File: config.mk
export PLATFORM = sky130hd
export DESIGN_NAME = k_way_sorted_merge_core
export DESIGN_NICKNAME = d
export VERILOG_FILES = /design/src/rtl/core/kwm_pkg.sv /design/src/rtl/core/kwm_ram.sv /design/src/rtl/core/kwm_ctrl.sv /design/src/rtl/core/kwm_datapath.sv /design/src/rtl/core/k_way_sorted_merge_core.sv
export SDC_FILE = /design/constraint.sdc
export NUM_CORES = 2
export LEC_CHECK = 0
export ABC_AREA = 0
export BUFFER_PORTS_ARGS = -buffer_cell sky130_fd_sc_hd__buf_2
export CELL_PAD_IN_SITES_DETAIL_PLACEMENT = 1
export CELL_PAD_IN_SITES_GLOBAL_PLACEMENT = 1
export CORE_MARGIN = 1
export CORE_UTILIZATION = 60
export DETAILED_ROUTE_END_ITERATION = 8
export GPL_TIMING_DRIVEN = 1
export PLACE_DENSITY_LB_ADDON = 0.3
export SYNTH_ARGS = -nofsm -noshare
export SYNTH_HDL_FRONTEND = slang
export SYNTH_SLANG_ARGS = --single-unit
File: constraint.sdc
create_clock -name clk -period 24.3 [get_ports clk]
set_input_delay 3.645 -clock clk [delete_from_list [all_inputs] [get_ports clk]]
set_output_delay 3.645 -clock clk [all_outputs]
set_load 0.05 [all_outputs]
File: src/rtl/core/kwm_pkg.sv
`default_nettype none

package kwm_pkg;

    // default sizes for the top level
    localparam int NUM_LISTS_DEF  = 4;
    localparam int LIST_DEPTH_DEF = 16;

    // fixed field widths
    localparam int DATA_W = 32;
    localparam int IDX_W  = 2;

    // command codes
    localparam logic CMD_LOAD  = 1'b0;
    localparam logic CMD_MERGE = 1'b1;

    // controller states
    typedef enum logic [1:0] {
        S_IDLE,
        S_PICK,
        S_FILL
    } state_t;

    // controller to datapath
    typedef struct packed {
        logic load;
        logic emit;
        logic fill;
    } ctrl_cmd_t;

    // datapath to controller
    typedef struct packed {
        logic total_zero;
        logic total_one;
        logic out_free;
    } dp_status_t;

endpackage

`default_nettype wire

File: src/rtl/core/kwm_ram.sv
`default_nettype none

module kwm_ram #(
    parameter int WIDTH = 32,
    parameter int DEPTH = 16,
    localparam int AW   = (DEPTH > 1) ? $clog2(DEPTH) : 1
) (
    input  wire logic             clk,
    input  wire logic             wr_en,
    input  wire logic [AW-1:0]    wr_addr,
    input  wire logic [WIDTH-1:0] wr_data,
    input  wire logic             rd_en,
    input  wire logic [AW-1:0]    rd_addr,
    output logic      [WIDTH-1:0] rd_data
);

    logic [WIDTH-1:0] mem [DEPTH];

    // write port
    always_ff @(posedge clk)
    begin
        if (wr_en)
        begin
            mem[wr_addr] <= wr_data;
        end
    end

    // registered read port
    always_ff @(posedge clk)
    begin
        if (rd_en)
        begin
            rd_data <= mem[rd_addr];
        end
    end

endmodule

`default_nettype wire

File: src/rtl/core/kwm_ctrl.sv
`default_nettype none

module kwm_ctrl (
    input  wire logic               clk,
    input  wire logic               rst_n,
    input  wire logic               in_valid,
    output logic                    in_ready,
    input  wire logic               command,
    input  wire kwm_pkg::dp_status_t status,
    output kwm_pkg::ctrl_cmd_t      cmd
);

    import kwm_pkg::*;

    state_t state_reg;
    state_t state_next;

    // state register
    always_ff @(posedge clk or negedge rst_n)
    begin
        if (!rst_n)
        begin
            state_reg <= S_IDLE;
        end
        else
        begin
            state_reg <= state_next;
        end
    end

    // next state and commands
    always_comb
    begin
        state_next = state_reg;
        in_ready   = 1'b0;
        cmd        = '0;
        unique case (state_reg)
            S_IDLE:
            begin
                in_ready = 1'b1;
                if (in_valid)
                begin
                    if (command == CMD_LOAD)
                    begin
                        cmd.load = 1'b1;
                    end
                    else if (!status.total_zero)
                    begin
                        state_next = S_PICK;
                    end
                end
            end
            S_PICK:
            begin
                if (status.out_free)
                begin
                    cmd.emit   = 1'b1;
                    state_next = status.total_one ? S_IDLE : S_FILL;
                end
            end
            S_FILL:
            begin
                cmd.fill   = 1'b1;
                state_next = S_PICK;
            end
            default:
            begin
                state_next = S_IDLE;
            end
        endcase
    end

`ifndef SYNTHESIS
    // a refill always follows a pick
    a_fill_after_pick: assert property (@(posedge clk) disable iff (!rst_n)
        state_reg == S_FILL |-> $past(state_reg) == S_PICK)
        else $error("refill without a preceding pick");

    // no transfer is taken while a merge run is in progress
    a_busy_no_input: assert property (@(posedge clk) disable iff (!rst_n)
        (cmd.emit || cmd.fill) |-> !in_ready)
        else $error("input taken during merge run");
`endif

endmodule

`default_nettype wire

File: src/rtl/core/kwm_datapath.sv
`default_nettype none

module kwm_datapath #(
    parameter int NUM_LISTS  = kwm_pkg::NUM_LISTS_DEF,
    parameter int LIST_DEPTH = kwm_pkg::LIST_DEPTH_DEF
) (
    input  wire logic                              clk,
    input  wire logic                              rst_n,
    input  wire kwm_pkg::ctrl_cmd_t                cmd,
    output kwm_pkg::dp_status_t                    status,
    input  wire logic [kwm_pkg::IDX_W-1:0]         list_index,
    input  wire logic signed [kwm_pkg::DATA_W-1:0] value,
    output logic                                   out_valid,
    input  wire logic                              out_ready,
    output logic signed [kwm_pkg::DATA_W-1:0]      merged_value,
    output logic [kwm_pkg::IDX_W-1:0]              source_list,
    output logic                                   last_flag
);

    import kwm_pkg::*;

    localparam int AW = (LIST_DEPTH > 1) ? $clog2(LIST_DEPTH) : 1;
    localparam int CW = $clog2(LIST_DEPTH + 1);
    localparam int TW = $clog2(NUM_LISTS * LIST_DEPTH + 1);
    localparam int LW = $clog2(NUM_LISTS);
    localparam int P  = 1 << LW;
    localparam int NN = 2 * P - 1;

    logic [CW-1:0]            len_reg  [NUM_LISTS];
    logic [CW-1:0]            pos_reg  [NUM_LISTS];
    logic signed [DATA_W-1:0] head_reg [NUM_LISTS];
    logic [DATA_W-1:0]        rd_data  [NUM_LISTS];
    logic [NUM_LISTS-1:0]     lane_wr;
    logic [NUM_LISTS-1:0]     leaf_vld;
    logic [TW-1:0]            total_reg;
    logic [LW-1:0]            sel_reg;
    logic                     clear_all;

    logic signed [DATA_W-1:0] node_val [NN];
    logic [LW-1:0]            node_idx [NN];
    logic                     node_vld [NN];

    logic                     out_valid_reg;
    logic signed [DATA_W-1:0] merged_value_reg;
    logic [IDX_W-1:0]         source_list_reg;
    logic                     last_reg;

    // the final emit of a run empties every list
    assign clear_all = cmd.emit && status.total_one;

    // per list: store, length, merge cursor, head value
    for (genvar g = 0; g < NUM_LISTS; g++)
    begin : g_lane
        logic          hit;
        logic          full;
        logic          lane_emit;
        logic [CW-1:0] pos_inc;
        logic          more;

        assign hit       = cmd.load && (32'(list_index) == g);
        assign full      = (len_reg[g] == CW'(LIST_DEPTH));
        assign lane_wr[g] = hit && !full;
        assign lane_emit = cmd.emit && (node_idx[0] == LW'(g));
        assign pos_inc   = pos_reg[g] + 1'b1;
        assign more      = ({1'b0, pos_inc} < {1'b0, len_reg[g]});
        assign leaf_vld[g] = (pos_reg[g] < len_reg[g]);

        kwm_ram #(
            .WIDTH (DATA_W),
            .DEPTH (LIST_DEPTH)
        ) u_ram (
            .clk     (clk),
            .wr_en   (lane_wr[g]),
            .wr_addr (len_reg[g][AW-1:0]),
            .wr_data (value),
            .rd_en   (lane_emit && more),
            .rd_addr (pos_inc[AW-1:0]),
            .rd_data (rd_data[g])
        );

        // length and cursor
        always_ff @(posedge clk or negedge rst_n)
        begin
            if (!rst_n)
            begin
                len_reg[g] <= '0;
                pos_reg[g] <= '0;
            end
            else if (clear_all)
            begin
                len_reg[g] <= '0;
                pos_reg[g] <= '0;
            end
            else
            begin
                if (lane_wr[g])
                begin
                    len_reg[g] <= len_reg[g] + 1'b1;
                end
                if (lane_emit)
                begin
                    pos_reg[g] <= pos_inc;
                end
            end
        end

        // head: first load of a list, or refill from its store
        always_ff @(posedge clk)
        begin
            if (lane_wr[g] && (len_reg[g] == '0))
            begin
                head_reg[g] <= value;
            end
            else if (cmd.fill && (sel_reg == LW'(g)))
            begin
                head_reg[g] <= $signed(rd_data[g]);
            end
        end
    end

    // minimum tree over the heads, ties to the lower list
    always_comb
    begin
        logic take_r;
        for (int i = 0; i < P; i++)
        begin
            node_val[P-1+i] = '0;
            node_idx[P-1+i] = LW'(i);
            node_vld[P-1+i] = 1'b0;
        end
        for (int i = 0; i < NUM_LISTS; i++)
        begin
            node_val[P-1+i] = head_reg[i];
            node_vld[P-1+i] = leaf_vld[i];
        end
        for (int n = P - 2; n >= 0; n--)
        begin
            take_r = node_vld[2*n+2] &&
                     (!node_vld[2*n+1] || (node_val[2*n+2] < node_val[2*n+1]));
            node_val[n] = take_r ? node_val[2*n+2] : node_val[2*n+1];
            node_idx[n] = take_r ? node_idx[2*n+2] : node_idx[2*n+1];
            node_vld[n] = node_vld[2*n+1] || node_vld[2*n+2];
        end
    end

    // stored value count and selected list
    always_ff @(posedge clk or negedge rst_n)
    begin
        if (!rst_n)
        begin
            total_reg <= '0;
            sel_reg   <= '0;
        end
        else
        begin
            if (clear_all)
            begin
                total_reg <= '0;
            end
            else if (cmd.emit)
            begin
                total_reg <= total_reg - 1'b1;
            end
            else if (|lane_wr)
            begin
                total_reg <= total_reg + 1'b1;
            end
            if (cmd.emit)
            begin
                sel_reg <= node_idx[0];
            end
        end
    end

    // output register
    always_ff @(posedge clk or negedge rst_n)
    begin
        if (!rst_n)
        begin
            out_valid_reg <= 1'b0;
        end
        else if (cmd.emit)
        begin
            out_valid_reg <= 1'b1;
        end
        else if (out_ready)
        begin
            out_valid_reg <= 1'b0;
        end
    end

    always_ff @(posedge clk)
    begin
        if (cmd.emit)
        begin
            merged_value_reg <= node_val[0];
            source_list_reg  <= IDX_W'(node_idx[0]);
            last_reg         <= status.total_one;
        end
    end

    assign out_valid    = out_valid_reg;
    assign merged_value = merged_value_reg;
    assign source_list  = source_list_reg;
    assign last_flag    = last_reg;

    // status to the controller
    assign status.total_zero = (total_reg == '0);
    assign status.total_one  = (total_reg == TW'(1));
    assign status.out_free   = !out_valid_reg || out_ready;

`ifndef SYNTHESIS
    // an emit always finds a non-empty list
    a_emit_has_head: assert property (@(posedge clk) disable iff (!rst_n)
        cmd.emit |-> node_vld[0])
        else $error("emit with no list holding a value");

    // an emit never overwrites a result still waiting
    a_emit_slot_free: assert property (@(posedge clk) disable iff (!rst_n)
        cmd.emit |-> (!out_valid_reg || out_ready))
        else $error("emit into a full output register");

    // the last result leaves every list empty
    a_run_clears: assert property (@(posedge clk) disable iff (!rst_n)
        clear_all |=> (total_reg == '0) && !(|leaf_vld))
        else $error("lists not emptied after final result");
`endif

endmodule

`default_nettype wire

File: src/rtl/core/k_way_sorted_merge_core.sv
// k-way sorted merge core
// Input channel (in_valid/in_ready) carries command, list_index and value.
// A load (command 0) appends value to list list_index and gives no
// result. Loads to a full list or to a list index not below NUM_LISTS
// are dropped. Load transfers may arrive every cycle.
// A merge (command 1) emits every stored value in ascending signed order on
// the output channel (out_valid/out_ready) with merged_value, source_list
// and last_flag, ties going to the lower list index; the lists are then
// empty. A merge over empty lists gives no result.
// Sequencing: a merge transfer moves the run to a pick step, which
// selects the minimum head over all lists and loads it into the output
// register once that register is free; a fill step then refills that
// list's head from its own store RAM through the registered read port.
// The input channel is not ready while a merge run is in progress; a load
// is accepted while the last result of a run still waits to be taken.
// A stalled receiver holds the result in the output register and pauses
// the run. Reset empties all lists and the output register; the store RAMs
// need no clearing.
`default_nettype none

module k_way_sorted_merge_core #(
    parameter int NUM_LISTS  = kwm_pkg::NUM_LISTS_DEF,
    parameter int LIST_DEPTH = kwm_pkg::LIST_DEPTH_DEF
) (
    input  wire logic                              clk,
    input  wire logic                              rst_n,
    input  wire logic                              in_valid,
    output logic                                   in_ready,
    input  wire logic                              command,
    input  wire logic [kwm_pkg::IDX_W-1:0]         list_index,
    input  wire logic signed [kwm_pkg::DATA_W-1:0] value,
    output logic                                   out_valid,
    input  wire logic                              out_ready,
    output logic signed [kwm_pkg::DATA_W-1:0]      merged_value,
    output logic [kwm_pkg::IDX_W-1:0]              source_list,
    output logic                                   last_flag
);

    import kwm_pkg::*;

    ctrl_cmd_t  cmd;
    dp_status_t status;

    // sequencing
    kwm_ctrl u_ctrl (
        .clk      (clk),
        .rst_n    (rst_n),
        .in_valid (in_valid),
        .in_ready (in_ready),
        .command  (command),
        .status   (status),
        .cmd      (cmd)
    );

    // list stores, head selection and output register
    kwm_datapath #(
        .NUM_LISTS  (NUM_LISTS),
        .LIST_DEPTH (LIST_DEPTH)
    ) u_datapath (
        .clk          (clk),
        .rst_n        (rst_n),
        .cmd          (cmd),
        .status       (status),
        .list_index   (list_index),
        .value        (value),
        .out_valid    (out_valid),
        .out_ready    (out_ready),
        .merged_value (merged_value),
        .source_list  (source_list),
        .last_flag    (last_flag)
    );

endmodule

`default_nettype wire
==> impl_metrics.tcl <==
set metrics [dict create \
    status "complete, no violations" \
    critical_path_class "flip-flop to flip-flop" \
    numCtsBuffers 228 \
    clk_latency_ps 880 \
    wl_per_cell_um 36.57 \
    postSynthAreaPerCell_um2 21.40 \
    ys_seq_elements 2391 \
    syn_inst 4421 \
    setup_viol 0 \
    period_share_pct 32.74 \
    max-vdd-ir-drop_mv 0.1400 \
    hold_path.class "flip-flop to flip-flop" \
    cts_tree "done" \
    end_kind "flip-flop" \
    synth_edf_count 2339 \
    nets 4837 \
    largest_reg_flops 2048 \
    grt_pass1_vias 48870 \
    clkSlewWorstSetupHoldPaths_ps 70 \
    antenna_found_initial 28 \
    ioPinCount 76 \
    grt_max_degree 101 \
    routabilityCongestion 0.8675 \
    die_h_um 399.1 \
    synth_seq_area_share_pct 75.63 \
    synthArstFlopShare_pct 2.175 \
    vias 47440 \
    critical_path.startpoint "u_datapath.head_reg[1][7]" \
    rsz0062_at_grt "false" \
    critPathArrivalTime_ps 8510 \
    drt-pass1-iter-count 5 \
    timing.rr.start "u_datapath.head_reg[1][7]" \
    dpl.hpwl_um 139200 \
    critPathLaunchType "flip-flop" \
    worst-path-max-fanout 32 \
    fin_crit_ps 7956 \
    dp_cells 6477 \
    hold_violations 0 \
    required_ps 24850 \
    tightest_slew_ps 1245 \
    synthToLayoutAreaGrowth_pct 11.93 \
    die_x_um 399.1 \
    routed_wl_um 252400 \
    vias_per_cell 6.874 \
    clock.fmax_ghz 0.1257 \
    core_um2 156400 \
    grt_pass1_wl_um 357100 \
    die_area_um2 159200 \
    final_util_pct 67.70 \
    track_usage_pct 32.25 \
    root_buffer "clkbuf_16" \
    post_cts_resized 0 \
    ys_types 64 \
    rows 145 \
    r2r_slack_ps 16340 \
    synth-warning-count 0 \
    maxSlewHeadroom_pct 16.81 \
    final_antenna_net_count 0 \
    syn_area_um2 94590 \
    slew_violations 0 \
    port_buffers 75 \
    post_cts.repair.setup_buffers 0 \
    synth_fp_nets 4609 \
    grt_overflow 0 \
    yosys_most_used_dff "edfxtp_1" \
    hold_ws_ps 549.5 \
    drtIter0Drc 7170 \
    clock_skew_ps 44.10 \
    drc 0 \
    cts_hold_buffers 0 \
    final_cell_count_no_fill 6902 \
    min_from "u_datapath.g_lane[2].u_ram.rd_data[19]" \
    start_util_pct 60.49 \
    drive_gt1_share_pct 28.39 \
    cap_violations 0 \
    cts.sinks 2391 \
    p_leak_nw 34.38 \
    clock_tree.buffer_depth 3 \
    power_density_nw_per_um2 119.2 \
    tns_ps 0 \
    htree_levels 4 \
]
-- cells by family after synthesis --
logic type      Yosys count  share of synthesized area [%]
compound gates          203                          1.382
xor+xnor                 32                         0.2963
fa+ha+maj               149                          1.971
buf+inv                 330                          1.340
flops                  2391                          75.63
mux                     837                          17.07
simple gates            479                          2.311
-- layout by cell type, fill, tap and decap left out, types with 5 or more instances in the layout --
cell        count
nor2b_1        12
a211oi_1        5
a21oi_1        52
nor2_4         40
nor4_1          9
nand4_1        16
nor3_1          8
mux2i_1        99
and3_1         38
a31oi_1        38
inv_6           5
clkinv_1       48
ha_1          145
mux4_2        608
nand2b_1       12
o21ai_0        33
nand2_1       225
o22ai_1         9
o21a_1          5
xnor2_1        20
nor3_2         16
dfrtp_1        48
nand3_1        20
edfxtp_1     2339
and2_2          8
o21ai_1         6
clkinv_2       55
mux2_2        129
clkinvlp_4      8
a21o_1         10
buf_4         116
clkbuf_1       35
buf_2          75
clkbuf_16     230
nor2_1         49
and2_1          5
inv_1         134
bufinv_16      28
-- report_power, final --
part           internal, mW  switching [mW]  leakage (nW)  total [mW]
Sequential             4.81           0.219          21.7        5.03
Combinational          1.67            2.31          8.98        3.98
Clock                  2.04            1.56          3.70        3.60
-- layer usage --
| layer | up-vias | global-route usage (%) | wire [um] |
|---|---|---|---|
| met2 | 2980 | 50.36 | 120900 |
| met1 | 25300 | 46.28 | 95330 |
| met5 | - | 0 | 83 |
| met4 | 14 | 9.447 | 7350 |
| li1 | 18720 | - | - |
| met3 | 427 | 7.501 | 28810 |
-- through the flow --
stage	power [mW]	cell area, um^2	setup WS (ps)
2_1_floorplan	7.675	94590	15470
3_3_place_gp	8.877	98330	16940
3_5_place_dp	9.000	98330	16620
4_1_cts	12.61	105900	16530
5_1_grt	12.97	105900	15980
6_report	12.62	105900	16340
-- cell usage after synthesis (5+ instances only) --
library cell / number / share of area, %
buf_1: 49 / 0.19
clkbuf_1: 133 / 0.53
nand2b_1: 12 / 0.079
nand2_1: 225 / 0.89
nor4_1: 9 / 0.060
ha_1: 149 / 2.0
a21oi_1: 52 / 0.28
o22ai_1: 9 / 0.060
inv_1: 136 / 0.54
o21ai_1: 6 / 0.032
o31ai_1: 5 / 0.040
o21ai_0: 34 / 0.18
nor3_1: 24 / 0.13
mux4_2: 608 / 14
xor2_1: 8 / 0.074
and2_1: 13 / 0.086
nand4_1: 16 / 0.11
buf_2: 8 / 0.042
a31oi_1: 38 / 0.25
mux2i_1: 99 / 1.0
a211oi_1: 6 / 0.048
xnor2_1: 24 / 0.22
a21o_1: 10 / 0.079
edfxtp_1: 2339 / 74
o21a_1: 5 / 0.040
nor2_1: 90 / 0.36
nor2b_1: 12 / 0.079
and3_1: 39 / 0.26
mux2_2: 129 / 1.5
dfrtp_1: 52 / 1.4
nand3_1: 20 / 0.11
-- path summary, 6_finish.rpt --
check                                                         end  cells after the start
setup / recovery           u_datapath.g_lane[1].u_ram.rd_data[24]                     22
hold / removal                         u_datapath.head_reg[2][19]                      1
setup reg to reg           u_datapath.g_lane[1].u_ram.rd_data[24]                     22
hold reg to reg                        u_datapath.head_reg[2][19]                      1
max in group asynchronous                  u_datapath.pos_reg[15]                      2
min in group asynchronous                    u_datapath.out_valid                      2
-- cell type report --
cell class                      instances  area (um^2)
Timing Repair Buffer                  192         1266
Tap cell                             2058         2575
Sequential cell                      2391        71550
Fill cell                           12210        50510
Clock buffer                          267         5914
Antenna cell                            1        2.502
Clock inverter                        157         1635
Inverter                              136        510.5
Multi-Input combinational cell       1700        22420
-- critical path, stage by stage, from the launching register on --
cell and delay, ps:
edfxtp_1 410, ha_1 340, nand2_1 100, nor3_1 280, a21oi_1 140, o41ai_1 650
a311oi_1 270, a211oi_4 1000, buf_4 510, mux2i_1 340, ha_1 290, and3_1 160
a221o_1 340, a21oi_1 230, a21oi_1 130, o21ai_0 140, nor2b_1 310, o2111ai_4 220
a21oi_4 560, buf_4 520, nand2b_1 270, a2111oi_2 80, buf_4 300
No activity file was read; power rests on OpenSTA's default activity.
